`src/design/s2x_pkg.sv`:
```
// ----------------------------------------------------------------------------
// s2x_pkg: shared types, constants and functions of the Scale2x upscaler
// Holds pixel and coordinate widths, the register map, the result-slot
// codes and the Scale2x kernel used by the output blocks.
// ----------------------------------------------------------------------------
package s2x_pkg;

   // Field widths
   localparam int PIX_W     = 32;
   localparam int COORD_W   = 8;
   localparam int SIZE_W    = 9;
   localparam int CSR_IDX_W = 1;

   // Frame limits and reset sizes
   localparam int MAX_WIDTH  = 256;
   localparam int MAX_HEIGHT = 256;
   localparam logic [SIZE_W-1:0] RESET_WIDTH  = SIZE_W'(160);
   localparam logic [SIZE_W-1:0] RESET_HEIGHT = SIZE_W'(144);

   // Register map
   localparam logic [CSR_IDX_W-1:0] CSR_FRAME_WIDTH  = 1'b0;
   localparam logic [CSR_IDX_W-1:0] CSR_FRAME_HEIGHT = 1'b1;

   // Result slots of one item, in delivery order
   localparam int NUM_SLOTS = 3;
   localparam logic [1:0] SLOT_ABOVE = 2'd0;   // center one row up
   localparam logic [1:0] SLOT_LEFT  = 2'd1;   // last-row center one column left
   localparam logic [1:0] SLOT_SELF  = 2'd2;   // final pixel of the frame

   typedef struct packed {
      logic [PIX_W-1:0] top_left;
      logic [PIX_W-1:0] top_right;
      logic [PIX_W-1:0] bottom_left;
      logic [PIX_W-1:0] bottom_right;
   } quad_type;

   typedef struct packed {
      quad_type           pix;
      logic [COORD_W-1:0] col;
      logic [COORD_W-1:0] row;
   } blk_type;

   // Results of one item handed to the output queue
   typedef struct packed {
      logic [NUM_SLOTS-1:0]          mask;
      blk_type [NUM_SLOTS-1:0]       blk;
   } load_type;

   // Scale2x rule on center e with neighbors b (up), d (left), f (right), h (down)
   function automatic quad_type scale2x(input logic [PIX_W-1:0] e,
                                        input logic [PIX_W-1:0] b,
                                        input logic [PIX_W-1:0] d,
                                        input logic [PIX_W-1:0] f,
                                        input logic [PIX_W-1:0] h);
      quad_type q;
      q.top_left     = e;
      q.top_right    = e;
      q.bottom_left  = e;
      q.bottom_right = e;
      if ((b != h) && (d != f)) begin
         q.top_left     = (d == b) ? d : e;
         q.top_right    = (b == f) ? f : e;
         q.bottom_left  = (d == h) ? d : e;
         q.bottom_right = (h == f) ? f : e;
      end
      return q;
   endfunction

   // Last valid index for a size register, size clamped to 2..max_size
   function automatic logic [COORD_W-1:0] last_index(input logic [SIZE_W-1:0] size,
                                                     input logic [SIZE_W-1:0] max_size);
      logic [SIZE_W-1:0] lim;
      if (size < SIZE_W'(2)) begin
         lim = SIZE_W'(2);
      end else if (size > max_size) begin
         lim = max_size;
      end else begin
         lim = size;
      end
      lim = lim - SIZE_W'(1);
      return lim[COORD_W-1:0];
   endfunction

endpackage

```
`src/design/s2x_emit.sv`:
```
// ----------------------------------------------------------------------------
// s2x_emit: output queue of the Scale2x upscaler
// Holds the up to three result blocks of one item and hands them out one
// per cycle in slot order while rsp_stall is low, marking the final one of the item.
// ----------------------------------------------------------------------------
module s2x_emit
   import s2x_pkg::*;
(
   input  logic               clock,
   input  logic               reset,
   input  logic               load_en,
   input  load_type           load,
   output logic               free,
   output logic               rsp_valid,
   input  logic               rsp_stall,
   output logic [PIX_W-1:0]   rsp_top_left,
   output logic [PIX_W-1:0]   rsp_top_right,
   output logic [PIX_W-1:0]   rsp_bottom_left,
   output logic [PIX_W-1:0]   rsp_bottom_right,
   output logic [COORD_W-1:0] rsp_center_col,
   output logic [COORD_W-1:0] rsp_center_row,
   output logic               rsp_frame_end,
   output logic               rsp_last
);

   logic [NUM_SLOTS-1:0] mask_ff;
   logic [NUM_SLOTS-1:0] mask_in;
   blk_type [NUM_SLOTS-1:0] blk_ff;
   logic [NUM_SLOTS-1:0] sel_oh;
   logic [NUM_SLOTS-1:0] rest;
   logic [1:0]           sel_idx;
   logic                 take;
   blk_type              cur;

   // Lowest pending slot goes first
   assign sel_oh  = mask_ff & (~mask_ff + NUM_SLOTS'(1));
   assign rest    = mask_ff & ~sel_oh;
   assign sel_idx = mask_ff[SLOT_ABOVE] ? SLOT_ABOVE :
                    mask_ff[SLOT_LEFT]  ? SLOT_LEFT  : SLOT_SELF;

   always_comb begin
      case (sel_idx)
         SLOT_ABOVE: cur = blk_ff[SLOT_ABOVE];
         SLOT_LEFT:  cur = blk_ff[SLOT_LEFT];
         default:    cur = blk_ff[SLOT_SELF];
      endcase
   end

   assign rsp_valid        = |mask_ff;
   assign take             = rsp_valid && !rsp_stall;
   assign free             = !rsp_valid || (take && (rest == '0));
   assign rsp_top_left     = cur.pix.top_left;
   assign rsp_top_right    = cur.pix.top_right;
   assign rsp_bottom_left  = cur.pix.bottom_left;
   assign rsp_bottom_right = cur.pix.bottom_right;
   assign rsp_center_col   = cur.col;
   assign rsp_center_row   = cur.row;
   assign rsp_frame_end    = sel_oh[SLOT_SELF];
   assign rsp_last         = (rest == '0);

   // Pending slot mask
   always_comb begin
      mask_in = mask_ff;
      if (load_en) begin
         mask_in = load.mask;
      end else if (take) begin
         mask_in = rest;
      end
   end

   always_ff @(posedge clock) begin
      if (reset) begin
         mask_ff <= '0;
      end else begin
         mask_ff <= mask_in;
      end
   end

   // Block payload
   always_ff @(posedge clock) begin
      if (load_en) begin
         blk_ff <= load.blk;
      end
   end

   // A new item is only loaded when the queue is empty or drains this cycle
   a_load_free: assert property (@(posedge clock) disable iff (reset)
      load_en |-> free)
      else $error("output queue loaded while results pending");

   // The item's final result leaves the queue empty unless a new item loads
   a_last_drains: assert property (@(posedge clock) disable iff (reset)
      (take && rsp_last && !load_en) |=> !rsp_valid)
      else $error("results remain after last");

   // Frame end only on the item's final result
   a_fend_last: assert property (@(posedge clock) disable iff (reset)
      (rsp_valid && rsp_frame_end) |-> rsp_last)
      else $error("frame end not on last result");

endmodule

```
`config.mk`:
```
export PLATFORM = sky130hd
export DESIGN_NAME = s2x_emit
export DESIGN_NICKNAME = d
export VERILOG_FILES = /design/src/design/s2x_pkg.sv /design/src/design/s2x_emit.sv
export SDC_FILE = /design/constraint.sdc
export NUM_CORES = 1
export LEC_CHECK = 0
export ABC_CLOCK_PERIOD_IN_PS = 3400
export BUFFER_PORTS_ARGS = -buffer_cell sky130_fd_sc_hd__buf_2
export CAP_MARGIN = 20
export CORE_AREA = 2 2 232 234
export CTS_CLUSTER_SIZE = 40
export DETAILED_ROUTE_END_ITERATION = 10
export DIE_AREA = 0 0 234 236
export PLACE_DENSITY = 0.52
export SYNTH_ARGS = -nofsm -noshare
export SYNTH_HDL_FRONTEND = slang
export SYNTH_SLANG_ARGS = --single-unit
export TNS_END_PERCENT = 30
```
`constraint.sdc`:
```
create_clock -name clock -period 3.4 [get_ports clock]
set_input_delay 0.68 -clock clock [delete_from_list [all_inputs] [get_ports clock]]
set_output_delay 0.68 -clock clock [all_outputs]
set_load 0.01 [all_outputs]
```
Yosys cells after proc, flatten, opt, wreduce, memory -nomap -nowiden
Index checks and enable logic that the tools add are counted.

Eq/ne operators: 1. Add/sub/neg operators: 1. Muxes and demuxes: 5. Reduce and logical (&&, ||, !) cells: 9. Bitwise logic cells: 4.

Operators with widths (count): 144-bit one-hot mux with 2 select lines (1); 3-bit AND (2); 3-bit 2-to-1 mux (2); 3-bit inverter (2); 2-bit 2-to-1 mux (2); 3-bit by 1-bit adder with 3-bit output, second input constant (1); 3-bit zero test (1); 3-bit OR reduction (1); 2-bit by 1-bit == test with 1-bit output, second input constant (1); 1-bit logical AND (2); 1-bit zero test (2); 2-bit zero test (1); 2-bit nonzero test (1); 1-bit logical OR (1).

Logic and storage cells: 39. Input port bits: 439. Register bits after elaboration: 435. Output and inout bits: 148.

Logic depth before layout (Yosys ltp)
Gate-level depths: netlist of run 1.

Word-level depth: 8. Mapped depth: 5. Depth with buffers taken out: 3.

Worst setup path after synthesis of run 1
No wires, ideal clock.

Kind: input to output. Start: input rsp_stall. End: output free. Data required time: 2.720 ns. Stages on the path: 2. Arrival: 1.224 ns. Buffers on the path: 0. Path slack: 1.496 ns. Path through: maj3_1 > o21ai_1.

Cells in the longest elaborated chain, start to end: 4.

Ends and longest elaborated chain: start, declared (line s2x_emit.sv:15) `input logic rsp_stall,`; 1-bit zero test (line s2x_emit.sv:50) `assign take = rsp_valid && !rsp_stall;`; 1-bit logical AND (line s2x_emit.sv:50); 1-bit logical AND (line s2x_emit.sv:51) `assign free = !rsp_valid || (take && (rest == '0));`; 1-bit logical OR (line s2x_emit.sv:51); end, declared (line s2x_emit.sv:13) `output logic free,`.

No other way between the ends.

Worst setup path after layout of run 1
Start: register mask_ff[1]. End: output rsp_bottom_left[26].

Cells in the longest elaborated chain, start to end: 4. Elaborated cells on any way between the ends: 5. Classes of those cells: eq/ne: 1; mux: 3; reduce/logical: 1.

Ends and longest elaborated chain: start, declared (line s2x_emit.sv:26) `logic [NUM_SLOTS-1:0] mask_ff;`; start signal, assigned (line s2x_emit.sv:75) `mask_ff <= mask_in;`; 2-bit 2-to-1 mux * (line s2x_emit.sv:39) `mask_ff[SLOT_LEFT] ? SLOT_LEFT : SLOT_SELF;`; 2-bit 2-to-1 mux * (line s2x_emit.sv:38) `assign sel_idx = mask_ff[SLOT_ABOVE] ? SLOT_ABOVE :`; 2-bit by 1-bit == test with 1-bit output / 2-bit zero test (equally long branches) (line s2x_emit.sv:42) `case (sel_idx)`; 144-bit one-hot mux with 2 select lines * (line s2x_emit.sv:42); end, declared (line s2x_emit.sv:18) `output logic [PIX_W-1:0] rsp_bottom_left,`.

Mark *: on every way between the ends. The rest lies on a longest branch, timed or not.

==> flow_summary.toml, run 1 <==
[outcome]
status = "complete, no violations"

[drt]
ant_nets = 0
first_pass_iters = 5
dr.first_iter.drc_count = 429
vias_per_cell = 4.35
num_vias = 9933
finalWirelength_mm = 42.7
routedWlPerCell_um = 18.7
drc = 0

[place]
dp_slack_ps = 978
hpwl_mm = 31.3
io_buffers = 586
placed_cell_area_um2 = 20000
gp_congestion = 0.823
placedCellCount = 2192

[logic_synthesis]
synth-async-reset-ratio_pct = 0
syn_avg_cell_area_um2 = 17.3
syn_nets = 1373
netlist_instances = 934
synth.distinct_cells = 18
synth_edf_count = 432
ys.warnings.count = 0
ys_seq_area_share_pct = 80.5
synthFlopType = "edfxtp_1"
syn_area_um2 = 16200
synth-seq-cells = 435

[timing]
final_max_slew_viol_count = 0
fin_skew_ps = 0.187
relSlewSlack_pct = 55.1
tightest_slew_ps = 674
whs_ps = 285
finalSetupViolCount = 0
hold_viol_final = 0
setup_ws_ps = 428
fin_crit_sh_pct = 87.4
min_period_ps = 2970
rsz0062_at_grt = "no"
fin_tns_setup_ps = 0
max_freq_mhz = 337

[clocking]
cts.htree.levels = 2
cts_hold_buf = 0
cts_buffers = 48
clockBufferDepth = 3
insertion_delay_ps = 560
cts_resized = 0
clock_sinks = 435
cts-root-buf = "clkbuf_16"
cts_tree = "yes"
cts_setup_buffers = 0
clkTransAtPathRegs_ps = 60

[floorplanning]
die_y_um = 236
die_area_um2 = 55200
initial_core_util_pct = 30.5
coreArea_um2 = 53100
ios = 587
die_w_um = 234
rows = 85

[cells_and_area]
drive_gt1_share_pct = 42.5
final_common_cell = "buf_2"
fin_area_um2 = 21400
fill_cells = 5026
syn_to_final_growth_pct = 32.4
fin_cells = 2282
fin_util_pct = 40.4
final_cell_mix = "585 x buf_2, 432 x edfxtp_1, 147 x nand2_1"
layout.nets = 1985

[run]
max-cap-violations = 0

[min_path]
hold_path_class = "in -> reg"

[grt]
grt_pass1_vias = 10200
grt_pass1_wl_mm = 61.1
grt_start_max_net_pins = 88
grt_overflow = 0
antenna_found_initial = 20
grt_util_all_layers_pct = 14.9

[critical_path]
path_class = "reg -> out"
critPathCaptureType = "output pin"
arrival_ps = 2290
reg2reg_slack_ps = 1980
critPathMaxFanout = 55
worstPathRequired_ps = 2720
critPathLaunchType = "flip-flop"

[power]
ir_drop_mv = 0.440
p_total_mw = 12.5
leakage_nw = 8.20
power.density_nw_per_um2 = 584
layout make-up:
class | instances | area [um^2] | area share [%]
clock buffers | 65 | 1290 | 6.00
multi-input cells | 449 | 2800 | 13.1
flip-flops and latches | 435 | 13000 | 60.8
repair buffers | 612 | 3240 | 15.1
diodes | 8 | 20.0 | 0.0934
clock inverters | 17 | 183 | 0.852
well taps | 696 | 871 | 4.06
report_power, final:
group	internal, mW	switching [mW]	total, mW
Sequential	6.37	0.128	6.50
Combinational	0.496	0.602	1.10
Clock	2.93	2.00	4.93
Total	9.80	2.73	12.5
path summary, 6_finish.rpt:
| path | startpoint | end | depth (start not counted) |
|---|---|---|---|
| worst max-delay path | mask_ff[1]$_SDFFE_PP0P_ | rsp_bottom_left[26] | 4 |
| worst min-delay path | load[409] | blk_ff[409]$_DFFE_PP_ | 1 |
| worst max register to register | mask_ff[0]$_SDFFE_PP0P_ | mask_ff[2]$_SDFFE_PP0P_ | 4 |
| worst min register to register | mask_ff[2]$_SDFFE_PP0P_ | mask_ff[2]$_SDFFE_PP0P_ | 2 |
per-layer routing:
metal  track usage (%)  vias up  part of all wire (%)
li1                  -     4777                     -
met1              16.5     4653                    37
met2              25.6      394                    49
met3              6.21       87                    11
met4              4.93       22                   2.5
met5                 0        -                  0.29
cells by family after synthesis:
logic type / share of synthesized area (%)
AO/OA/AOI/OAI: 4.70
flip-flops: 80.5
adder cells (fa/ha/maj): 0.0618
buffers and inverters: 2.20
multiplexers: 8.90
AND/OR/NAND/NOR: 3.65
Yosys cell counts (2+ instances only):
master | n | area share, %
edfxtp_1 | 432 | 80
nand2_1 | 147 | 3.4
mux2i_1 | 144 | 8.9
o21ai_1 | 97 | 3.0
o21ai_0 | 49 | 1.5
clkbuf_1 | 22 | 0.51
buf_8 | 10 | 0.93
buf_2 | 9 | 0.28
buf_4 | 6 | 0.28
a21oi_1 | 3 | 0.093
buf_6 | 3 | 0.21
dfxtp_1 | 3 | 0.37
nand3b_1 | 2 | 0.093
o21a_1 | 2 | 0.093
or3_1 | 2 | 0.077
worst max-delay path: stages, from the launching register on:
cell	delay, ps
dfxtp_4	630
buf_12	420
mux2i_1	130
o21ai_1	270
buf_2	200
state kept, by name (all words and copies together) (netlist names):
register,flops
blk_ff,432
mask_ff,3
Power figures use the tool's default switching activity.
==> run 2, diff against run 1 <==
--- a/config.mk
+++ b/config.mk
@@ -5,13 +5,14 @@
 export SDC_FILE = /design/constraint.sdc
 export NUM_CORES = 1
 export LEC_CHECK = 0
+export ABC_AREA = 1
 export ABC_CLOCK_PERIOD_IN_PS = 3400
 export BUFFER_PORTS_ARGS = -buffer_cell sky130_fd_sc_hd__buf_2
 export CAP_MARGIN = 20
-export CORE_AREA = 2 2 232 234
+export CORE_AREA = 2 2 229 231
 export CTS_CLUSTER_SIZE = 40
 export DETAILED_ROUTE_END_ITERATION = 10
-export DIE_AREA = 0 0 234 236
+export DIE_AREA = 0 0 231 233
 export PLACE_DENSITY = 0.52
 export SYNTH_ARGS = -nofsm -noshare
 export SYNTH_HDL_FRONTEND = slang
==> flow_summary.toml, run 2 <==
[logic_synthesis]
netlist_instances = 961
ys.warnings.count = 0
ys_seq_area_share_pct = 82.4
syn_area_um2 = 15800
synth.distinct_cells = 15
synth_compound_area_share_pct = 6.96
syn_nets = 1400
syn_avg_cell_area_um2 = 16.5
synth-seq-cells = 435
synthFlopType = "edfxtp_1"
synth_area_leaders = "edfxtp_1 82%, a22oi_1 6.8%, nand3_1 4.7%, nand2_1 3.6%, buf_2 1.7%"
yosysMostFrequentCell = "edfxtp_1"
synth_edf_count = 432
synth_top_family_by_area = "simple AND/OR/NAND/NOR gates"
synthAdderAreaFrac_pct = 0
synth_commonest_cells = "432 x edfxtp_1, 153 x nand2_1, 149 x nand3_1"
netlist.area_leader.share_pct = 82.0
synth_xor_area_share_pct = 0
synth-async-reset-ratio_pct = 0
yosys.area_share.simple_pct = 8.47
synth_area_leader_cell = "edfxtp_1"
synth.mux.area_fraction_pct = 0

[min_path]
hold_path_class = "in -> reg"

[critical_path]
critPathCaptureType = "output pin"
path_class = "reg -> out"
worstPathRequired_ps = 2720
critPathMaxFanout = 57
arrival_ps = 2210
critPathLaunchType = "flip-flop"

[clocking]
cts_resized = 0
clkTransAtPathRegs_ps = 60
clock_sinks = 435
insertion_delay_ps = 560
cts_tree = "yes"
cts_hold_buf = 0
cts.htree.levels = 2
clockBufferDepth = 3
cts-root-buf = "clkbuf_16"
cts_setup_buffers = 0
cts_buffers = 48

[floorplanning]
die_y_um = 233
die_area_um2 = 53800
rows = 83
die_w_um = 231
initial_core_util_pct = 31.0
coreArea_um2 = 51100
ios = 587

[grt]
grt_start_max_net_pins = 148
antenna_found_initial = 19
grt_util_all_layers_pct = 16.8
grt_overflow = 0
grt_pass1_wl_mm = 67.2
grt_pass1_vias = 10900

[run]
max-cap-violations = 0

[timing]
fin_tns_setup_ps = 0
min_period_ps = 2890
finalSetupViolCount = 0
hold_viol_final = 0
fin_skew_ps = 6.80
rsz0062_at_grt = "no"
tightest_slew_ps = 820
relSlewSlack_pct = 45.3
final_max_slew_viol_count = 0
max_freq_mhz = 346
fin_crit_sh_pct = 85.1

[drt]
num_vias = 10500
finalWirelength_mm = 46.8
routedWlPerCell_um = 20.5
ant_nets = 0
dr.first_iter.drc_count = 619
vias_per_cell = 4.61
drc = 0
first_pass_iters = 5

[place]
io_buffers = 586
gp_congestion = 0.863
hpwl_mm = 32.2

[cells_and_area]
largest_reg_flops = 432
syn_to_final_growth_pct = 33.4
drive_gt1_share_pct = 42.4
layout.nets = 1993
final_cell_mix = "585 x buf_2, 432 x edfxtp_1, 153 x nand2_1"
top_register = "blk_ff"
seq_area_um2 = 13000
final_common_cell = "buf_2"
fill_cells = 4864
multi_input_area_um2 = 2450
reg.largest.list = "blk_ff x432, mask_ff x3"

[power]
leakage_nw = 8.70
ir_drop_mv = 0.430
power.density_nw_per_um2 = 599
p_total_mw = 12.6

[outcome]
status = "complete, no violations"
==> run 2: metal layers <==
| layer | GRT usage (%) | vias up | routed length [um] |
|---|---|---|---|
| met4 | 5.56 | 22 | 1060 |
| met5 | 0 | - | 133 |
| met2 | 28.6 | 445 | 23500 |
| met3 | 6.85 | 84 | 4840 |
| li1 | - | 4948 | - |
| met1 | 19.1 | 5013 | 17300 |
==> run 2: cell type report <==
class	count	share of cell area [%]
sequential	435	61.8
antenna	8	0.0949
inverter	9	0.172
multi-input combinational	454	11.6
clock inverter	29	1.07
tap	680	4.03
clock buffer	60	6.01
timing repair buffer	606	15.2
==> run 2: through the flow <==
stage	hold WS [ps]	area, um^2	util [%]	setup slack [ps]	std cells
6_report	272	21100	41.3	507	2281
5_1_grt	230	21100	41.3	328	2279
4_1_cts	223	21100	41.2	438	2273
3_5_place_dp	601	19600	38.3	1060	2184
3_3_place_gp	597	19600	38.3	1070	2184
2_1_floorplan	564	15800	-	1730	961
==> run 2: worst paths after layout <==
check	endpoint	slack, ps	cells past startpoint	startpoint
worst max-delay path	rsp_bottom_left[15]	510	4	mask_ff[0]$_SDFFE_PP0P_
worst min-delay path	blk_ff[277]$_DFFE_PP_	270	1	load[277]
worst max register to register	mask_ff[1]$_SDFFE_PP0P_	1960	6	mask_ff[0]$_SDFFE_PP0P_
worst min register to register	mask_ff[2]$_SDFFE_PP0P_	610	4	mask_ff[2]$_SDFFE_PP0P_
==> run 2: report_power, final <==
part           total (mW)  switching, mW  internal (mW)
clock network        4.95           2.08           2.87
registers            6.50          0.129           6.37
logic                1.20          0.704          0.494
total                12.6           2.91           9.73
==> run 2: worst max-delay path, cell delays in order (launching register included) <==
cell and delay (ps):
dfxtp_4 470, buf_4 630, a22oi_1 210, nand2_1 140, buf_2 150
==> run 2: logic make-up (layout without fill, tap and decap cells) <==
family | Yosys count | in the layout
buf+inv | 72 | 704
compound gates | 148 | 148
simple gates | 306 | 306
other cells | 0 | 8
flops | 435 | 435
